==> src/rtl/sat_pkg.sv <==
`timescale 1ns / 1ps

package sat_pkg;

  // field widths
  localparam int ADDR_W     = 32;
  localparam int INDEX_W    = 4;
  localparam int COUNT_W    = 5;
  localparam int REQ_W      = 2;
  localparam int MAX_SLOTS  = 16;

  // stream widths
  localparam int S_TDATA_W  = 136;
  localparam int S_TUSER_W  = 3;
  localparam int M_TDATA_W  = 32;
  localparam int M_TUSER_W  = 1;

  // input tdata field offsets
  localparam int ADDRESS_LSB  = 0;
  localparam int INDEX_LSB    = 32;
  localparam int VIRT_LSB     = 36;
  localparam int RAW_PTR_LSB  = 68;
  localparam int RAW_SIZE_LSB = 100;

  // request kinds
  localparam logic [REQ_W-1:0] REQ_LOAD    = 2'd0;
  localparam logic [REQ_W-1:0] REQ_TO_RAW  = 2'd1;
  localparam logic [REQ_W-1:0] REQ_TO_VIRT = 2'd2;

  // configuration port
  localparam int CFG_ADDR_W = 3;
  localparam int CFG_DATA_W = 32;
  localparam logic REG_IMAGE_BASE    = 1'b0;
  localparam logic REG_SECTION_COUNT = 1'b1;

endpackage

==> src/rtl/section_address_translator.sv <==
`timescale 1ns / 1ps

// channel     | direction | payload
// ------------+-----------+-------------------------------------------------
// s_axis      | in        | tdata: address, entry fields; tuser: kind, relative
// m_axis      | out       | tdata: result_address; tuser: hit
// apb         | in        | image_base at 0x0, section_count at 0x4
//
// a load is written to the table as it is taken; a translation passes a setup state, tests
// one entry per cycle until the count or a zero-length entry (a forward passthrough below
// entry 0 skips the scan), on a hit with a non-zero raw start runs the subtract and add
// states, plus a base add for an absolute reverse one, then loads the result register
// synchronous reset clears the entry valid bits, so the table reads as zero
// a result waits in the output register while the next transfer is taken in;
// a later result is held back until that register has been taken

module section_address_translator #(
  parameter int MAX_SECTIONS = 16
) (
  input  logic                             clk,
  input  logic                             rst,
  // address [31:0], entry_index [35:32], entry_virtual_address [67:36],
  // entry_raw_pointer [99:68], entry_raw_size [131:100], zero [135:132]
  input  logic [sat_pkg::S_TDATA_W-1:0]    s_axis_tdata,
  // req_type [1:0], relative [2]
  input  logic [sat_pkg::S_TUSER_W-1:0]    s_axis_tuser,
  input  logic                             s_axis_tvalid,
  output logic                             s_axis_tready,
  // result_address [31:0]
  output logic [sat_pkg::M_TDATA_W-1:0]    m_axis_tdata,
  // hit [0]
  output logic [sat_pkg::M_TUSER_W-1:0]    m_axis_tuser,
  output logic                             m_axis_tvalid,
  input  logic                             m_axis_tready,
  input  logic                             psel,
  input  logic                             penable,
  input  logic                             pwrite,
  input  logic [sat_pkg::CFG_ADDR_W-1:0]   paddr,
  input  logic [sat_pkg::CFG_DATA_W-1:0]   pwdata,
  output logic [sat_pkg::CFG_DATA_W-1:0]   prdata,
  output logic                             pready
);

  // slots above the index field range can never be loaded and read as zero
  localparam int DEPTH = (MAX_SECTIONS < sat_pkg::MAX_SLOTS) ? MAX_SECTIONS
                                                              : sat_pkg::MAX_SLOTS;
  localparam int IDXW  = (DEPTH > 1) ? $clog2(DEPTH) : 1;
  localparam int CNTW  = $clog2(DEPTH + 1);
  localparam int AW    = sat_pkg::ADDR_W;

  typedef enum logic [2:0] {
    S_IDLE, S_PREP, S_SCAN, S_SUB, S_ADD, S_BASE, S_DONE
  } state_t;

  state_t state;

  logic [AW-1:0]                  image_base;
  logic [sat_pkg::COUNT_W-1:0]    section_count;

  logic [AW-1:0] sec_virt  [DEPTH];
  logic [AW-1:0] sec_raw   [DEPTH];
  logic [AW-1:0] sec_len   [DEPTH];
  logic [DEPTH-1:0] sec_valid;

  logic            reverse;
  logic            rel;
  logic [AW-1:0]   acc;
  logic [CNTW-1:0] cnt;
  logic [CNTW-1:0] lim;
  logic [AW-1:0]   sel_start;
  logic [AW-1:0]   sel_target;
  logic            res_hit;

  // input field views
  logic [sat_pkg::REQ_W-1:0]   in_req;
  logic                        in_rel;
  logic [AW-1:0]               in_addr;
  logic [sat_pkg::INDEX_W-1:0] in_index;
  logic [AW-1:0]               in_virt;
  logic [AW-1:0]               in_raw;
  logic [AW-1:0]               in_size;
  logic                        in_xfer;
  logic                        load_en;

  assign in_req   = s_axis_tuser[1:0];
  assign in_rel   = s_axis_tuser[2];
  assign in_addr  = s_axis_tdata[sat_pkg::ADDRESS_LSB  +: AW];
  assign in_index = s_axis_tdata[sat_pkg::INDEX_LSB    +: sat_pkg::INDEX_W];
  assign in_virt  = s_axis_tdata[sat_pkg::VIRT_LSB     +: AW];
  assign in_raw   = s_axis_tdata[sat_pkg::RAW_PTR_LSB  +: AW];
  assign in_size  = s_axis_tdata[sat_pkg::RAW_SIZE_LSB +: AW];

  assign s_axis_tready = (state == S_IDLE);
  assign in_xfer       = s_axis_tvalid && s_axis_tready;
  assign load_en       = in_xfer && (in_req == sat_pkg::REQ_LOAD) &&
                         ({1'b0, in_index} < (sat_pkg::INDEX_W + 1)'(DEPTH));

  // configuration registers
  logic cfg_wr;
  assign pready = 1'b1;
  assign cfg_wr = psel && penable && pwrite && pready;

  always_ff @(posedge clk) begin
    if (rst) begin
      image_base    <= '0;
      section_count <= '0;
    end else if (cfg_wr) begin
      case (paddr[2])
        sat_pkg::REG_IMAGE_BASE:    image_base    <= pwdata;
        sat_pkg::REG_SECTION_COUNT: section_count <= pwdata[sat_pkg::COUNT_W-1:0];
        default: ;
      endcase
    end
  end

  always_comb begin
    case (paddr[2])
      sat_pkg::REG_IMAGE_BASE:    prdata = image_base;
      sat_pkg::REG_SECTION_COUNT:
        prdata = {{(sat_pkg::CFG_DATA_W - sat_pkg::COUNT_W){1'b0}}, section_count};
      default:                    prdata = '0;
    endcase
  end

  // section table, valid bits cleared at reset
  always_ff @(posedge clk) begin
    if (rst) begin
      sec_valid <= '0;
    end else if (load_en) begin
      sec_valid[in_index[IDXW-1:0]] <= 1'b1;
    end
  end

  always_ff @(posedge clk) begin
    if (load_en) begin
      sec_virt[in_index[IDXW-1:0]] <= in_virt;
      sec_raw[in_index[IDXW-1:0]]  <= in_raw;
      sec_len[in_index[IDXW-1:0]]  <= in_size;
    end
  end

  // entry under test and entry 0 raw start
  logic [IDXW-1:0] idx;
  logic [AW-1:0]   e_virt, e_raw, e_len, e_start, raw0;

  assign idx    = cnt[IDXW-1:0];
  assign e_virt = sec_valid[idx] ? sec_virt[idx] : '0;
  assign e_raw  = sec_valid[idx] ? sec_raw[idx]  : '0;
  assign e_len  = sec_valid[idx] ? sec_len[idx]  : '0;
  assign e_start = reverse ? e_raw : e_virt;
  assign raw0   = sec_valid[0] ? sec_raw[0] : '0;

  // shared adder, operands chosen by the sequencer
  logic [AW-1:0] op_a, op_b, sum;
  logic          op_sub;

  always_comb begin
    op_a   = acc;
    op_b   = image_base;
    op_sub = 1'b0;
    case (state)
      S_PREP: begin
        op_b   = image_base;
        op_sub = 1'b1;
      end
      S_SCAN: begin
        op_a = e_start;
        op_b = e_len;
      end
      S_SUB: begin
        op_b   = sel_start;
        op_sub = 1'b1;
      end
      S_ADD:  op_b = sel_target;
      S_BASE: op_b = image_base;
      default: ;
    endcase
  end

  assign sum = op_a + (op_sub ? ~op_b : op_b) + {{(AW-1){1'b0}}, op_sub};

  logic [AW-1:0] addr_adj;
  assign addr_adj = (!reverse && !rel) ? sum : acc;

  // limit of the scan for this request
  logic [CNTW-1:0] lim_next;
  assign lim_next = (section_count > sat_pkg::COUNT_W'(DEPTH)) ? CNTW'(DEPTH)
                                                              : section_count[CNTW-1:0];

  // sequencer and result register
  always_ff @(posedge clk) begin
    if (rst) begin
      state         <= S_IDLE;
      m_axis_tvalid <= 1'b0;
    end else begin
      if (m_axis_tvalid && m_axis_tready && (state != S_DONE)) begin
        m_axis_tvalid <= 1'b0;
      end
      case (state)
        S_IDLE: begin
          if (in_xfer) begin
            reverse <= (in_req == sat_pkg::REQ_TO_VIRT);
            rel     <= in_rel;
            acc     <= in_addr;
            lim     <= lim_next;
            cnt     <= '0;
            case (in_req)
              sat_pkg::REQ_TO_RAW, sat_pkg::REQ_TO_VIRT: state <= S_PREP;
              default: state <= S_IDLE;
            endcase
          end
        end
        S_PREP: begin
          acc <= addr_adj;
          if (!reverse && (addr_adj < raw0)) begin
            res_hit <= 1'b1;
            state   <= S_DONE;
          end else begin
            state <= S_SCAN;
          end
        end
        S_SCAN: begin
          if ((cnt == lim) || (e_len == '0)) begin
            acc     <= '0;
            res_hit <= 1'b0;
            state   <= S_DONE;
          end else if ((acc >= e_start) && (acc < sum)) begin
            res_hit    <= 1'b1;
            sel_start  <= e_start;
            sel_target <= reverse ? e_virt : e_raw;
            // zero raw start returns the address as it stands
            state      <= (e_raw == '0) ? S_DONE : S_SUB;
          end else begin
            cnt <= cnt + CNTW'(1);
          end
        end
        S_SUB: begin
          acc   <= sum;
          state <= S_ADD;
        end
        S_ADD: begin
          acc   <= sum;
          state <= (reverse && !rel) ? S_BASE : S_DONE;
        end
        S_BASE: begin
          acc   <= sum;
          state <= S_DONE;
        end
        S_DONE: begin
          // a result taken this cycle frees the register for the next one
          if (!m_axis_tvalid || m_axis_tready) begin
            m_axis_tdata  <= acc;
            m_axis_tuser  <= res_hit;
            m_axis_tvalid <= 1'b1;
            state         <= S_IDLE;
          end
        end
        default: state <= S_IDLE;
      endcase
    end
  end

endmodule

==> config.mk <==
export PLATFORM = sky130hd
export DESIGN_NAME = section_address_translator
export DESIGN_NICKNAME = d
export VERILOG_FILES = /design/src/rtl/sat_pkg.sv /design/src/rtl/section_address_translator.sv
export SDC_FILE = /design/constraint.sdc
export NUM_CORES = 2
export LEC_CHECK = 0
export BUFFER_PORTS_ARGS = -buffer_cell sky130_fd_sc_hd__buf_2
export CAP_MARGIN = 20
export CORE_UTILIZATION = 50
export DETAILED_ROUTE_END_ITERATION = 7
export HOLD_SLACK_MARGIN = 0.03
export PLACE_DENSITY = 0.69
export SETUP_SLACK_MARGIN = 0.4
export SLEW_MARGIN = 10
export SYNTH_ARGS = -nofsm -noshare
export SYNTH_HDL_FRONTEND = slang
export SYNTH_SLANG_ARGS = --single-unit
==> constraint.sdc <==
create_clock -name clk -period 12.3 [get_ports clk]
set_input_delay 0.615 -clock clk [delete_from_list [all_inputs] [get_ports clk]]
set_output_delay 0.615 -clock clk [all_outputs]
set_load 0.01 [all_outputs]
==> impl_summary.log <==
INFO  metric run_status = complete, no violations
INFO  metric mappedNetlistArea = 73000 sq um
INFO  metric grt_use_total = 25.5%
INFO  metric synth_seq_cells = 1739
INFO  metric drc = 0
INFO  metric ys.flop_type = sky130_fd_sc_hd__edfxtp_1
INFO  metric dr.pass1.iters = 8
INFO  metric chipHeight = 384 microns
INFO  metric register_area = 51600 sq um
INFO  metric slew-limit-headroom = 27.6%
INFO  metric synth_top_cells_by_count = sky130_fd_sc_hd__edfxtp_1 (1678), sky130_fd_sc_hd__mux4_2 (451), sky130_fd_sc_hd__nand2_1 (264)
INFO  metric detailed_place_hpwl = 108 mm
INFO  metric drt_wl_total = 186 mm
INFO  metric design.portCount = 249
INFO  metric worst_setup_path_end_kind = flop
INFO  metric finalClockSkew = 0.0406 ns
INFO  metric fin_crit = 9.21 ns
INFO  metric drt-wirelength-per-cell = 28.9 microns
INFO  metric postPlaceCellArea = 76400 sq um
INFO  metric starting_density_of_the_core = 50.6%
INFO  metric tritoncts_sink_count = 1739
INFO  metric drive_above_1_share = 23.4%
INFO  metric grt_antenna_before_repair = 39
INFO  metric areaGrowthSynthToFinish = 12.5%
INFO  metric synth_cell_types = 73
INFO  metric synthMostInstantiatedCell = sky130_fd_sc_hd__edfxtp_1
INFO  metric critical_path.max_fanout = 35
INFO  metric xor_xnor_share_of_the_synthesized_area = 0.468%
INFO  metric first_global_vias = 39392
INFO  metric clock_insertion_delay_worst_skew = 0.83 ns
INFO  metric grt_first_pass_wirelength = 271 mm
INFO  metric finalSetupViolations = 0
INFO  metric grt_start_max_net_pins = 127
INFO  metric clock_tree.htree_level_count = 4
INFO  metric syn_nets = 4423
INFO  metric arrival = 9.89 ns
INFO  metric criticalPathCategory = flop to flop
INFO  metric area_share_of_the_largest_cell_type_after_synthesis = 69.0%
INFO  metric antenna_left = 0
INFO  metric hold_path.class = input pin to flop
INFO  metric synth-simple-area-share = 4.61%
INFO  metric rsz_0062_raised_after_global_routing = false
INFO  metric overflow = 0
INFO  metric drt_first_iter_violations = 4723
INFO  metric synth.mux.area_fraction = 14.9%
INFO  metric critPathRequiredTime = 12.98 ns
INFO  metric yosysWarnings = 0
INFO  metric die_w = 384 microns
INFO  metric number_of_synthesized_flops_with_an_enable_pin = 1678
INFO  metric final_slew_viol_count = 0
INFO  metric cts.reportedPaths.clkPinSlew = 0.06 ns
INFO  metric fin_area = 82100 sq um
INFO  metric setup_ws_final = 3.09 ns
INFO  metric cts.path.max_buffers = 3
INFO  metric finalCritPeriodShare = 74.9%
INFO  metric number_of_filler_cells_placed_in_the_layout = 10630
INFO  metric peakVddDrop = 150 uV
INFO  metric vias_per_cell = 6.28
INFO  metric async_flop_share = 0%
INFO  metric timing_worst_slew_pin_value = 1.08 ns
INFO  metric ctsRootBufferMaster = sky130_fd_sc_hd__clkbuf_16
INFO  metric power_leakage = 26.8 nW
INFO  metric timing.max_cap.violations = 0
INFO  metric final.setup.tns = 0 ns
INFO  metric ctsResizeCount = 0
INFO  metric clock.fmax = 109 MHz
INFO  metric synth-seq-area-share = 70.7%
INFO  metric synth_largest_area_cell = sky130_fd_sc_hd__edfxtp_1
INFO  metric power_density = 177 nW/um^2
INFO  metric core_region_area = 144000 sq um
INFO  metric finish.net_count = 4697
INFO  metric number_of_buffers_inserted_by_port_buffering = 241
INFO  metric dieArea = 148000 sq um
INFO  metric cts_tree = yes
INFO  metric synth_compound_area_share = 5.40%
INFO  metric report.final.hold_viol_count = 0
INFO  metric finalWeightedCongestion = 0.944
INFO  metric rows = 139
INFO  metric multi_input_comb_area = 20300 sq um
INFO  metric netlist_instances = 4114
INFO  metric synth_top_family_by_area = multiplexers
INFO  metric count_of_vias_placed_by_the_detailed_router = 40363
INFO  metric syn_area_per_cell = 17.7 sq um
INFO  metric cts_buffers = 172
INFO  metric adder_cell_share_of_the_synthesized_area = 2.20%
INFO  metric critical_path.startpoint_type = flop
INFO  metric synthTopCellsByArea = sky130_fd_sc_hd__edfxtp_1 (69%), sky130_fd_sc_hd__mux4_2 (14%), sky130_fd_sc_hd__ha_1 (2.2%)
INFO  metric pre_cts_ws = 3.13 ns
==> worst paths after layout <==
kind	start	endpoint	slack (ns)	cells past startpoint
max	flop	flop	3.09	26
min	pwdata[29]	image_base[29]$_SDFFE_PP0P_	0.08	3
max reg2reg	flop	flop	3.09	26
min reg2reg	sec_valid[7]$_SDFFE_PP0P_	sec_valid[7]$_SDFFE_PP0P_	0.48	1
==> sequential cells by signal, indices dropped and copies added (netlist names), 3 cells and up, named ones only <==
signal / cells
sec_len: 512
sec_raw: 512
sec_virt: 512
acc: 32
image_base: 32
m_axis_tdata: 32
sel_start: 32
sel_target: 32
sec_valid: 16
cnt: 5
lim: 5
section_count: 5
state: 3
==> per-stage QoR <==
stage / hold slack, ns / util [%] / power [W] / cells
finish: 0.0777 / 57.0 / 0.0145 / 6431
global route: 0.0416 / 57.0 / 0.0151 / 6429
CTS: 0.0333 / 56.9 / 0.0146 / 6423
detailed placement: 0.453 / 53.0 / 0.00955 / 6084
global placement: 0.421 / 53.0 / 0.00951 / 6084
floorplan: 0.400 / - / 0.00870 / 4114
==> cell type report <==
type	count	share of cell area, %
antenna	6	0.0183
clock buffer	224	5.61
clock inverter	84	0.954
inverter	55	0.251
multi-input combinational	2084	24.7
sequential	1739	62.9
tap	1903	2.90
timing repair buffer	336	2.69
==> cell families (layout without fill, tap and decap cells) <==
logic type / Yosys count / after routing
other: 1 / 7
DFF: 1739 / 1739
AOI/OAI and AO/OA: 642 / 642
adders and majority gates: 128 / 128
buffers and inverters: 291 / 699
and+or+nand+nor: 751 / 751
muxes: 523 / 523
xor gates and xnor gates: 39 / 39
==> routing by layer <==
layer  global-route usage (%)  routed length, microns  vias to the layer above  share of wire [%]
li1                         -                       -                    17234                  -
met1                     36.4                   76900                    20905                 41
met2                     39.5                   87500                     1878                 47
met3                     5.51                   16600                      314                8.9
met4                     7.36                    4890                       32                2.6
met5                        0                     207                        -               0.11
==> report_power, final <==
group          switching [W]  internal, W
clock                0.00219      0.00286
combinational        0.00165      0.00112
sequential          0.000127      0.00658
==> worst max-delay path: stages (launching register included) <==
cell	delay [ns]
sky130_fd_sc_hd__dfxtp_4	0.75
sky130_fd_sc_hd__buf_4	0.67
sky130_fd_sc_hd__buf_4	0.63
sky130_fd_sc_hd__mux4_2	0.57
sky130_fd_sc_hd__mux4_2	0.54
sky130_fd_sc_hd__nand2_1	0.15
sky130_fd_sc_hd__nor2_1	0.05
sky130_fd_sc_hd__a31oi_1	0.39
sky130_fd_sc_hd__o21ai_0	0.16
sky130_fd_sc_hd__ha_1	0.42
sky130_fd_sc_hd__a21oi_1	0.25
sky130_fd_sc_hd__o22ai_1	0.11
sky130_fd_sc_hd__a31oi_1	0.38
sky130_fd_sc_hd__o21ai_0	0.24
sky130_fd_sc_hd__nand2_1	0.13
sky130_fd_sc_hd__a21boi_0	0.12
sky130_fd_sc_hd__o41a_1	0.34
sky130_fd_sc_hd__xnor2_1	0.38
sky130_fd_sc_hd__ha_1	0.20
sky130_fd_sc_hd__nand2_1	0.05
sky130_fd_sc_hd__nor3_1	0.52
sky130_fd_sc_hd__o211ai_1	0.16
sky130_fd_sc_hd__a21oi_1	0.31
sky130_fd_sc_hd__o21ai_0	0.16
sky130_fd_sc_hd__a31oi_1	0.61
sky130_fd_sc_hd__o21bai_1	0.28
sky130_fd_sc_hd__mux2_2	0.40
==> cell usage in the layout (no fill, tap or decap), types with 46 or more instances in the layout <==
master,instances
sky130_fd_sc_hd__a211oi_1,53
sky130_fd_sc_hd__a21oi_1,209
sky130_fd_sc_hd__buf_2,241
sky130_fd_sc_hd__buf_4,47
sky130_fd_sc_hd__clkbuf_1,46
sky130_fd_sc_hd__clkbuf_16,176
sky130_fd_sc_hd__dfxtp_1,55
sky130_fd_sc_hd__edfxtp_1,1678
sky130_fd_sc_hd__ha_1,127
sky130_fd_sc_hd__inv_1,52
sky130_fd_sc_hd__mux2i_1,54
sky130_fd_sc_hd__mux4_2,451
sky130_fd_sc_hd__nand2_1,264
sky130_fd_sc_hd__nand3_1,56
sky130_fd_sc_hd__nor2_1,228
sky130_fd_sc_hd__nor2b_1,64
sky130_fd_sc_hd__o21ai_0,159
==> what timing repair did <==
| item | in CTS | in global routing |
|---|---|---|
| hold buffers | 31 | 0 |
| buffers inserted | 0 | 0 |
| hold endpoints to repair | 33 | 0 |
No activity file was read; power rests on OpenSTA's default activity.
